### src/hdl/utf8_to_utf16_stream_decoder_assert.svh
// Assertion macros used by the top level of the UTF-8 to UTF-16 decoder.
`ifndef UTF8_TO_UTF16_STREAM_DECODER_ASSERT_SVH
`define UTF8_TO_UTF16_STREAM_DECODER_ASSERT_SVH

// Same-cycle implication, disabled while reset is asserted.
`define U8U16_ASSERT_NOW(label, clk, rst_n, ante, cons, msg) \
    label: assert property (@(posedge clk) disable iff (!(rst_n)) (ante) |-> (cons)) \
        else $error(msg);

// Next-cycle implication, disabled while reset is asserted.
`define U8U16_ASSERT_NEXT(label, clk, rst_n, ante, cons, msg) \
    label: assert property (@(posedge clk) disable iff (!(rst_n)) (ante) |=> (cons)) \
        else $error(msg);

`endif

### src/hdl/u8u16_pkg.sv
// Types and constants for the UTF-8 to UTF-16 decoder.
package u8u16_pkg;

    localparam int unsigned BYTE_W    = 8;
    localparam int unsigned UNIT_W    = 16;
    localparam int unsigned PARTIAL_W = 10;
    localparam int unsigned PEND_W    = 2;

    localparam logic [UNIT_W-1:0] BOM_UNIT = 16'hFEFF;

    localparam logic [PEND_W-1:0] PEND_NONE = 2'd0;
    localparam logic [PEND_W-1:0] PEND_ONE  = 2'd1;
    localparam logic [PEND_W-1:0] PEND_TWO  = 2'd2;

    // Class of a byte that arrives with no continuation expected.
    typedef enum logic [1:0] {
        LEAD_ASCII,
        LEAD_TWO,
        LEAD_THREE,
        LEAD_BAD
    } t_lead;

    // One decode step's outcome, handed from the step unit to the output stage.
    typedef struct packed {
        logic              emit;
        logic [UNIT_W-1:0] code_unit;
        logic              bad_lead;
    } t_result;

    function automatic t_lead lead_class(input logic [BYTE_W-1:0] b);
        t_lead c;
        unique case (b[7:4]) inside
            [4'h0:4'h7]:  c = LEAD_ASCII;
            [4'hC:4'hD]:  c = LEAD_TWO;
            4'hE:         c = LEAD_THREE;
            default:      c = LEAD_BAD;
        endcase
        return c;
    endfunction

endpackage

### src/hdl/u8u16_step.sv
// Sequence state and per-byte decode step of the UTF-8 to UTF-16 decoder.
module u8u16_step
    import u8u16_pkg::*;
(
    input  logic              i_clk,
    input  logic              i_rst_n,
    input  logic              i_fire,
    input  logic [BYTE_W-1:0] i_data_byte,
    input  logic              i_line_first,
    output t_result           o_result
);

    logic [PEND_W-1:0]    r_pend, n_pend;
    logic [PARTIAL_W-1:0] r_partial, n_partial;
    logic                 r_seq_start, n_seq_start;

    logic [PEND_W-1:0] pend_eff;
    logic [PEND_W-1:0] pend_dec;
    logic [UNIT_W-1:0] acc;

    always_comb begin
        // a new line drops any unfinished sequence
        pend_eff    = i_line_first ? PEND_NONE : r_pend;
        pend_dec    = pend_eff - PEND_ONE;
        acc         = {r_partial, i_data_byte[5:0]};
        n_pend      = r_pend;
        n_partial   = r_partial;
        n_seq_start = r_seq_start;
        o_result    = '{emit: 1'b0, code_unit: '0, bad_lead: 1'b0};

        if (pend_eff != PEND_NONE) begin
            n_pend = pend_dec;
            if (pend_dec != PEND_NONE) begin
                n_partial = acc[PARTIAL_W-1:0];
            end else begin
                n_partial          = '0;
                o_result.emit      = !(acc == BOM_UNIT && r_seq_start);
                o_result.code_unit = acc;
            end
        end else begin
            n_pend = PEND_NONE;
            unique case (lead_class(i_data_byte))
                LEAD_ASCII: begin
                    o_result.emit      = 1'b1;
                    o_result.code_unit = {{(UNIT_W-BYTE_W){1'b0}}, i_data_byte};
                end
                LEAD_TWO: begin
                    n_partial   = {{(PARTIAL_W-5){1'b0}}, i_data_byte[4:0]};
                    n_pend      = PEND_ONE;
                    n_seq_start = i_line_first;
                end
                LEAD_THREE: begin
                    n_partial   = {{(PARTIAL_W-4){1'b0}}, i_data_byte[3:0]};
                    n_pend      = PEND_TWO;
                    n_seq_start = i_line_first;
                end
                default: begin
                    o_result.emit     = 1'b1;
                    o_result.bad_lead = 1'b1;
                end
            endcase
        end
    end

    always_ff @(posedge i_clk) begin
        if (!i_rst_n) begin
            r_pend      <= PEND_NONE;
            r_partial   <= '0;
            r_seq_start <= 1'b0;
        end else if (i_fire) begin
            r_pend      <= n_pend;
            r_partial   <= n_partial;
            r_seq_start <= n_seq_start;
        end
    end

endmodule

### src/hdl/utf8_to_utf16_stream_decoder.sv
// Top level of the UTF-8 to UTF-16 stream decoder (basic multilingual plane).
//
//  channel   direction  tdata               tuser
//  s_axis    in         [7:0] data_byte     [0] line_first
//  m_axis    out        [15:0] code_unit    [0] bad_lead
//
// One byte per cycle sustained while m_axis accepts: an input register feeds
// the decode step and the result lands in an output register.
// Each byte gives zero or one code unit; lead and middle bytes of a sequence,
// a byte-order mark on a line start and a cut-short sequence give none.
// Synchronous active-low reset clears both valid flags and sequence state.
// A stall on m_axis holds the output register; the input register advances
// only when the output slot is free, even for a byte that gives no unit, so
// s_axis backs up only when both registers are full and the output is stalled.
module utf8_to_utf16_stream_decoder
    import u8u16_pkg::*;
(
    input  logic              i_clk,
    input  logic              i_rst_n,
    input  logic              i_s_axis_tvalid,
    output logic              o_s_axis_tready,
    input  logic [7:0]        i_s_axis_tdata,   // [7:0] data_byte
    input  logic [0:0]        i_s_axis_tuser,   // [0] line_first
    output logic              o_m_axis_tvalid,
    input  logic              i_m_axis_tready,
    output logic [15:0]       o_m_axis_tdata,   // [15:0] code_unit
    output logic [0:0]        o_m_axis_tuser    // [0] bad_lead
);

`include "utf8_to_utf16_stream_decoder_assert.svh"

    // input register
    logic              r_in_valid, n_in_valid;
    logic [BYTE_W-1:0] r_in_byte;
    logic              r_in_first;

    // output register
    logic              r_out_valid, n_out_valid;
    logic [UNIT_W-1:0] r_out_code;
    logic              r_out_bad;

    logic    out_free;
    logic    step_fire;
    logic    s_xfer;
    t_result step_res;

    always_comb begin
        // the output slot frees when empty or when its transfer completes
        out_free        = !r_out_valid || i_m_axis_tready;
        step_fire       = r_in_valid && out_free;
        o_s_axis_tready = !r_in_valid || out_free;
        s_xfer          = i_s_axis_tvalid && o_s_axis_tready;

        n_in_valid = r_in_valid;
        if (s_xfer) begin
            n_in_valid = 1'b1;
        end else if (step_fire) begin
            n_in_valid = 1'b0;
        end

        n_out_valid = r_out_valid;
        if (out_free) begin
            n_out_valid = step_fire && step_res.emit;
        end
    end

    u8u16_step u_step (
        .i_clk        (i_clk),
        .i_rst_n      (i_rst_n),
        .i_fire       (step_fire),
        .i_data_byte  (r_in_byte),
        .i_line_first (r_in_first),
        .o_result     (step_res)
    );

    always_ff @(posedge i_clk) begin
        if (!i_rst_n) begin
            r_in_valid  <= 1'b0;
            r_out_valid <= 1'b0;
        end else begin
            r_in_valid  <= n_in_valid;
            r_out_valid <= n_out_valid;
        end
    end

    // payload: load input on transfer, result when the step fires
    always_ff @(posedge i_clk) begin
        if (s_xfer) begin
            r_in_byte  <= i_s_axis_tdata;
            r_in_first <= i_s_axis_tuser[0];
        end
        if (step_fire) begin
            r_out_code <= step_res.code_unit;
            r_out_bad  <= step_res.bad_lead;
        end
    end

    assign o_m_axis_tvalid   = r_out_valid;
    assign o_m_axis_tdata    = r_out_code;
    assign o_m_axis_tuser[0] = r_out_bad;

    `U8U16_ASSERT_NEXT(a_emit_lands, i_clk, i_rst_n, step_fire && step_res.emit, r_out_valid, "emitted unit not registered")
    `U8U16_ASSERT_NOW(a_bad_is_zero, i_clk, i_rst_n, r_out_valid && r_out_bad, r_out_code == '0, "bad lead with nonzero unit")
    `U8U16_ASSERT_NOW(a_stall_full, i_clk, i_rst_n, !o_s_axis_tready, r_in_valid && r_out_valid && !i_m_axis_tready, "input stalled with free room")
    `U8U16_ASSERT_NEXT(a_drop_frees, i_clk, i_rst_n, step_fire && !step_res.emit && !s_xfer, !r_in_valid && !r_out_valid, "silent byte left stale state")

endmodule
### config.mk
export PLATFORM = sky130hd
export DESIGN_NAME = utf8_to_utf16_stream_decoder
export DESIGN_NICKNAME = d
export VERILOG_FILES = /design/src/hdl/u8u16_pkg.sv /design/src/hdl/u8u16_step.sv /design/src/hdl/utf8_to_utf16_stream_decoder.sv
export VERILOG_INCLUDE_DIRS = /design/src /design/src/hdl
export SDC_FILE = /design/constraint.sdc
export NUM_CORES = 1
export LEC_CHECK = 0
export ABC_AREA = 1
export BUFFER_PORTS_ARGS = -buffer_cell sky130_fd_sc_hd__buf_2
export CAP_MARGIN = 20
export CORE_MARGIN = 5
export CORE_UTILIZATION = 45
export CTS_CLUSTER_DIAMETER = 60
export CTS_CLUSTER_SIZE = 8
export DETAILED_ROUTE_END_ITERATION = 7
export PLACE_DENSITY = 0.73
export SYNTH_ARGS = -nofsm -noshare
export SYNTH_HDL_FRONTEND = slang
export SYNTH_SLANG_ARGS = --single-unit
### constraint.sdc
create_clock -name i_clk -period 4.2 [get_ports i_clk]
set_input_delay 0 -clock i_clk [delete_from_list [all_inputs] [get_ports i_clk]]
set_output_delay 0 -clock i_clk [all_outputs]
set_load 0.005 [all_outputs]
==> results of run 1 <==
-- flip-flops by register name, indices dropped and copies added (netlist names) --
signal / cells
r_in_first: 1
u_step.r_seq_start: 1
r_in_valid: 1
o_m_axis_tdata: 16
r_in_byte: 8
u_step.r_partial: 10
u_step.r_pend: 2
o_m_axis_tuser: 1
o_m_axis_tvalid: 1
-- logic make-up (layout without fill, tap and decap cells) --
group / count (synthesis) / count (layout) / synth area share (%)
AO/OA/AOI/OAI: 22 / 22 / 8.26
flip-flops: 41 / 41 / 62.6
buffers and inverters: 34 / 82 / 7.83
adder cells (fa/ha/maj): 3 / 3 / 2.17
AND/OR/NAND/NOR: 81 / 81 / 19.1
-- report_power, final --
part	total (mW)	internal, mW	leakage [nW]	switching, mW
clock network	0.242	0.118	0.0395	0.124
registers	0.455	0.447	0.372	0.00842
logic	0.0594	0.0257	0.462	0.0337
total	0.756	0.590	0.873	0.166
-- timing repair --
item                      CTS  global route
hold endpoints to repair   12             0
hold buffers               11             0
buffers inserted            0             0
-- through the flow --
| step | power, mW | cells |
|---|---|---|
| 2_1_floorplan | 0.493 | 181 |
| 6_report | 0.756 | 277 |
| 3_5_place_dp | 0.516 | 258 |
| 5_1_grt | 0.789 | 277 |
| 3_3_place_gp | 0.515 | 258 |
| 4_1_cts | 0.764 | 277 |
-- cell usage in the layout (no fill, tap or decap) --
cell type,netlist,layout
ha_1,3,3
o21ai_0,2,2
o211ai_1,1,1
a21oi_2,1,1
clkbuf_8,0,5
clkbuf_1,1,3
nor2_1,23,23
edfxtp_1,26,26
inv_2,2,2
nand3_1,15,15
nor2_2,1,1
o21ai_4,2,2
buf_2,0,31
inv_1,29,29
nor3_1,4,4
a21oi_1,15,15
dfxtp_1,15,15
o21ai_2,1,1
nand2_1,38,38
dlygate4sd3_1,0,11
clkinv_1,1,1
-- critical path, delay by kind of cell (launching register included) --
family | cells | cell delay [ns]
compound gates | 2 | 0.52
simple gates | 2 | 0.47
flops | 1 | 0.40
fa+ha+maj | 1 | 0.38
buf+inv | 3 | 0.25
-- final timing paths --
kind | start | to | slack, ns | cells past startpoint
hold / removal | i_m_axis_tready | o_m_axis_tvalid | 0.008 | 4
setup reg to reg | r_in_byte[5] | u_step.r_partial[7] | 2.11 | 8
hold reg to reg | u_step.r_partial[8] | u_step.r_partial[8] | 0.48 | 2
setup / recovery | r_in_byte[5] | u_step.r_partial[7] | 2.11 | 8
-- metal layers --
layer	GRT usage, %	up-vias
li1	-	676
met1	17.4	576
met2	23.3	42
met3	4.71	6
met4	6.89	0
met5	0	-
-- cell type report --
type,count,area share [%]
multi-input combinational,106,24.1
timing repair buffer,42,12.5
clock buffer,8,3.78
inverter,32,5.67
sequential,41,51.1
tap,48,2.84
==> impl_metrics.yaml, run 1 <==
placement:
  place.gp.congestion: 0.913
  dpl_cell_area_sq_um: 1930
  pre_cts_ws_ns: 2.13
  hpwlAfterDp_um: 2240
  io_buffers: 31
routing:
  drt_pass1_iterations: 4
  highest_layer: "met4"
  drtIter0Drc: 99
  wl_met2_um: 1520
  met3_length_um: 249
  vias_per_cell: 4.69
  wl_per_cell_um: 11.9
  wirelength_um: 3290
  wl_met1_um: 1450
  vias: 1300
  drc: 0
  ant_nets: 0
yosys:
  synth.most_common_cell: "nand2_1"
  async_flop_share_pct: 0
  ys_warn_count: 0
  synth_ff_type: "edfxtp_1"
  ys_seq_elements: 41
  yosys.area.top_type: "edfxtp_1"
  synth_area_leaders: "edfxtp_1, dfxtp_1, nand2_1"
  syn_avg_cell_area_sq_um: 9.54
  syn_inst: 181
  yosys.area.top_type_share_pct: 45.2
  synth.top_cells.by_count: "nand2_1, inv_1, edfxtp_1"
  synth_edf_count: 26
  synth_fp_nets: 197
  syn_area_sq_um: 1730
  synth-seq-area-share_pct: 62.6
  synth_cell_types: 19
grt:
  grt_pass1_wl_um: 5730
  antenna_found_initial: 0
  grt_usage_pct: 14.4
  grt_max_degree: 22
  overflow: 0
  grt_pass1_vias: 1290
sta:
  period_needed_ns: 2.09
  maxSlewHeadroom_pct: 44.6
  fin_crit_sh_pct: 49.7
  worst_pin_slew_ns: 0.831
  rsz0062_at_grt: "false"
  whs_ns: 0.00751
  hold_violations: 0
  setup_viol: 0
  max_freq_mhz: 479
  finalClockSkew_ns: 0.00708
  fin_ws_ns: 2.11
  slew_viol_final: 0
  tns_ns: 0
floorplanning:
  fp.dieH_um: 71.9
  rows: 22
  pin_count: 32
  die_w_um: 71.9
  core_sq_um: 3690
  start_util_pct: 46.8
  die_area_sq_um: 5180
worst_setup_path:
  crit_arrival_ns: 2.31
  cp_max_fo: 10
  critPathKind: "reg2reg"
  required_ns: 4.42
  slowest_stage: "edfxtp_1"
  cp-end-kind: "flop"
  worst_path_most_repeated_cell: "inv_1"
  crit_chain: "inv_1, nor3_1, inv_1, ha_1, inv_1, a21oi_2, nand3_1, a21oi_1"
  cpPeakStageDelay_ns: 0.40
  cp-start-kind: "flop"
run_status:
  status: "completed"
power:
  leakage_nw: 0.873
  power_density_nw_per_um2: 357
  peakVddDrop_mv: 0.264
clock_tree:
  root_buffer: "clkbuf_8"
  clk_latency_ns: 0.29
  path_clk_slew_ns: 0.07
  cts_tree: "built"
  cts_resized: 0
  cts_buffer_depth: 2
  h-tree-depth: 2
  cts.sinks: 41
  cts_buffers: 5
finish:
  fillers: 354
  ff_latch_area_sq_um: 1080
  fin_nets: 244
  antennaDiodeCount: 0
  area_delta_synth_final_pct: 22.6
  final_util_pct: 57.4
  multiInputGateArea_sq_um: 510
  stdcell_area_sq_um: 2120
  drive_gt1_share_pct: 18.8
hold_path:
  hp-class: "in2reg"
flow_run:
  drv_cap: 0
Power figures use the tool's default switching activity.
==> run 2, diff against run 1 <==
Settings changed: ABC_AREA 1 to 0.
Clock period 4.2 ns to 2.15 ns, I/O delays scaled along.
==> run 2 against run 1 <==
Clock skew grew 0.00080 ns; synthesized cell count decreased by 20%; flip-flop and latch count stayed put; non-clock buffer count increased by 1; critical path type unchanged; critical endpoint is now u_step.r_partial[8]; largest cell class unchanged; highest routed layer unchanged.
==> impl_metrics.yaml, run 2 <==
routing:
  drc: 0
  wirelength_um: 3230
  wl_per_cell_um: 13.6
  ant_nets: 0
  drt_pass1_iterations: 4
  drtIter0Drc: 76
  vias: 1218
  vias_per_cell: 5.12
placement:
  place.gp.congestion: 0.805
  io_buffers: 31
  hpwlAfterDp_um: 2350
finish:
  largest_reg_flops: 16
  layout_commonest_cell: "buf_2"
  area_delta_synth_final_pct: 22.7
  fillers: 315
  antennaDiodeCount: 0
  drive_gt1_share_pct: 24.7
  fin_nets: 205
  final_cell_mix: "buf_2, edfxtp_1, nand2_1"
yosys:
  synth.top_cells.by_count: "edfxtp_1, nand2_1, dfxtp_1"
  ys_seq_elements: 41
  synth.most_common_cell: "edfxtp_1"
  ys_warn_count: 0
  yosys.area.top_type: "edfxtp_1"
  synth_area_leaders: "edfxtp_1, dfxtp_1, a21boi_0"
  synth_edf_count: 26
  synth-seq-area-share_pct: 61.9
  async_flop_share_pct: 0
  syn_avg_cell_area_sq_um: 12.1
  syn_inst: 144
  synth_cell_types: 35
  syn_area_sq_um: 1750
  synth_fp_nets: 160
  yosys.area.top_type_share_pct: 44.7
  synth_ff_type: "edfxtp_1"
clock_tree:
  cts_tree: "built"
  h-tree-depth: 2
  cts_buffers: 5
  post_cts_buffers: 0
  path_clk_slew_ns: 0.07
  clk_latency_ns: 0.29
  root_buffer: "clkbuf_8"
  cts.sinks: 41
  cts_buffer_depth: 2
sta:
  maxSlewHeadroom_pct: 64.5
  setup_viol: 0
  finalClockSkew_ns: 0.00788
  slew_viol_final: 0
  worst_pin_slew_ns: 0.531
  fin_crit_sh_pct: 90.7
  max_freq_mhz: 513
  whs_ns: 0.0758
  rsz0062_at_grt: "false"
  period_needed_ns: 1.95
  hold_violations: 0
  tns_ns: 0
worst_setup_path:
  cpPeakStageDelay_ns: 0.46
  crit_chain: "or2_2, ha_1, o211a_1, nand3_1, a21boi_0"
  slowest_stage: "edfxtp_1"
  worst-path-stages: 5
  reg2reg_slack_ns: 0.20
  cp-endpoint: "u_step.r_partial[8]"
  reg2reg_depth: 5
  critPathBufInv: 0
  crit_family: "compound AO/OA/AOI/OAI gates"
  crit_arrival_ns: 2.16
  reg2reg_from: "r_in_byte[5]"
  r2r-end: "u_step.r_partial[8]"
  critPathKind: "reg2reg"
  crit_start: "r_in_byte[5]"
  cp-start-kind: "flop"
  cp-end-kind: "flop"
  required_ns: 2.36
  cp_max_fo: 10
power:
  peakVddDrop_mv: 0.438
  power_density_nw_per_um2: 701
  leakage_nw: 0.826
floorplanning:
  core_sq_um: 3720
  fp.dieH_um: 72.3
  pin_count: 32
  start_util_pct: 47.0
  die_area_sq_um: 5220
  die_w_um: 72.3
  rows: 22
grt:
  grt_max_degree: 17
  grt_pass1_vias: 1204
  overflow: 0
  grt_pass1_wl_um: 5490
  grt_usage_pct: 14.0
  antenna_found_initial: 0
hold_path:
  hp-class: "in2reg"
run_status:
  status: "completed"
flow_run:
  drv_cap: 0
[run 2: layout make-up]
type	count	area [sq um]	area share, %
clock buffers	7	86.3	4.03
clock inverters	1	7.51	0.350
inverters	3	11.3	0.526
multi-input cells	95	623	29.1
flip-flops and latches	41	1080	50.5
well taps	48	60.1	2.80
repair buffers	43	273	12.7
[run 2: cells by family after synthesis]
family | share of synthesized area (%)
mux | 0.573
fa+ha+maj | 2.15
flops | 61.9
buf+inv | 2.37
compound gates | 12.3
simple gates | 20.6
[run 2: worst register-to-register path, stage by stage (launching register included)]
cell and delay (ns):
edfxtp_1 0.46, or2_2 0.36, ha_1 0.39, o211a_1 0.36, nand3_1 0.12, a21boi_0 0.19
[run 2: metal layers]
metal	GRT usage [%]	share of wire [%]
met5	0	0
met4	7.31	2.7
met3	5.68	6.1
met1	15.3	42
met2	23.2	49
[run 2: report_power, final]
group	switching [mW]	leakage [nW]	internal, mW
clock	0.243	0.0445	0.260
combinational	0.0538	0.406	0.0570
sequential	0.0194	0.375	0.869
total	0.316	0.826	1.19
[run 2: timing repair]
action / in CTS / in global routing
endpoints found under the hold margin: 11 / 0
resized for setup: 0 / 0
hold buffers: 11 / 0
[run 2: worst min-delay path by stage]
stage | from | end | cells after the start
after floorplan | i_s_axis_tdata[0] | r_in_byte[0] | 0
final | i_rst_n | o_m_axis_tvalid | 3
after global placement | i_s_axis_tdata[7] | r_in_byte[7] | 1
after detailed placement | i_s_axis_tdata[6] | r_in_byte[6] | 1
after CTS | i_rst_n | o_m_axis_tvalid | 3
after global routing | i_rst_n | u_step.r_partial[3] | 2
[run 2: stage by stage]
step                setup WS (ns)  std cells  utilization (%)  cell area, sq um  power [mW]
detailed placement          0.219        219             52.2              1940        1.00
floorplan                   0.390        144                -              1750       0.960
global route               0.0654        238             57.6              2140        1.58
finish                      0.200        238             57.6              2140        1.50
CTS                         0.197        238             57.6              2140        1.53
global placement            0.316        219             52.2              1940       0.999
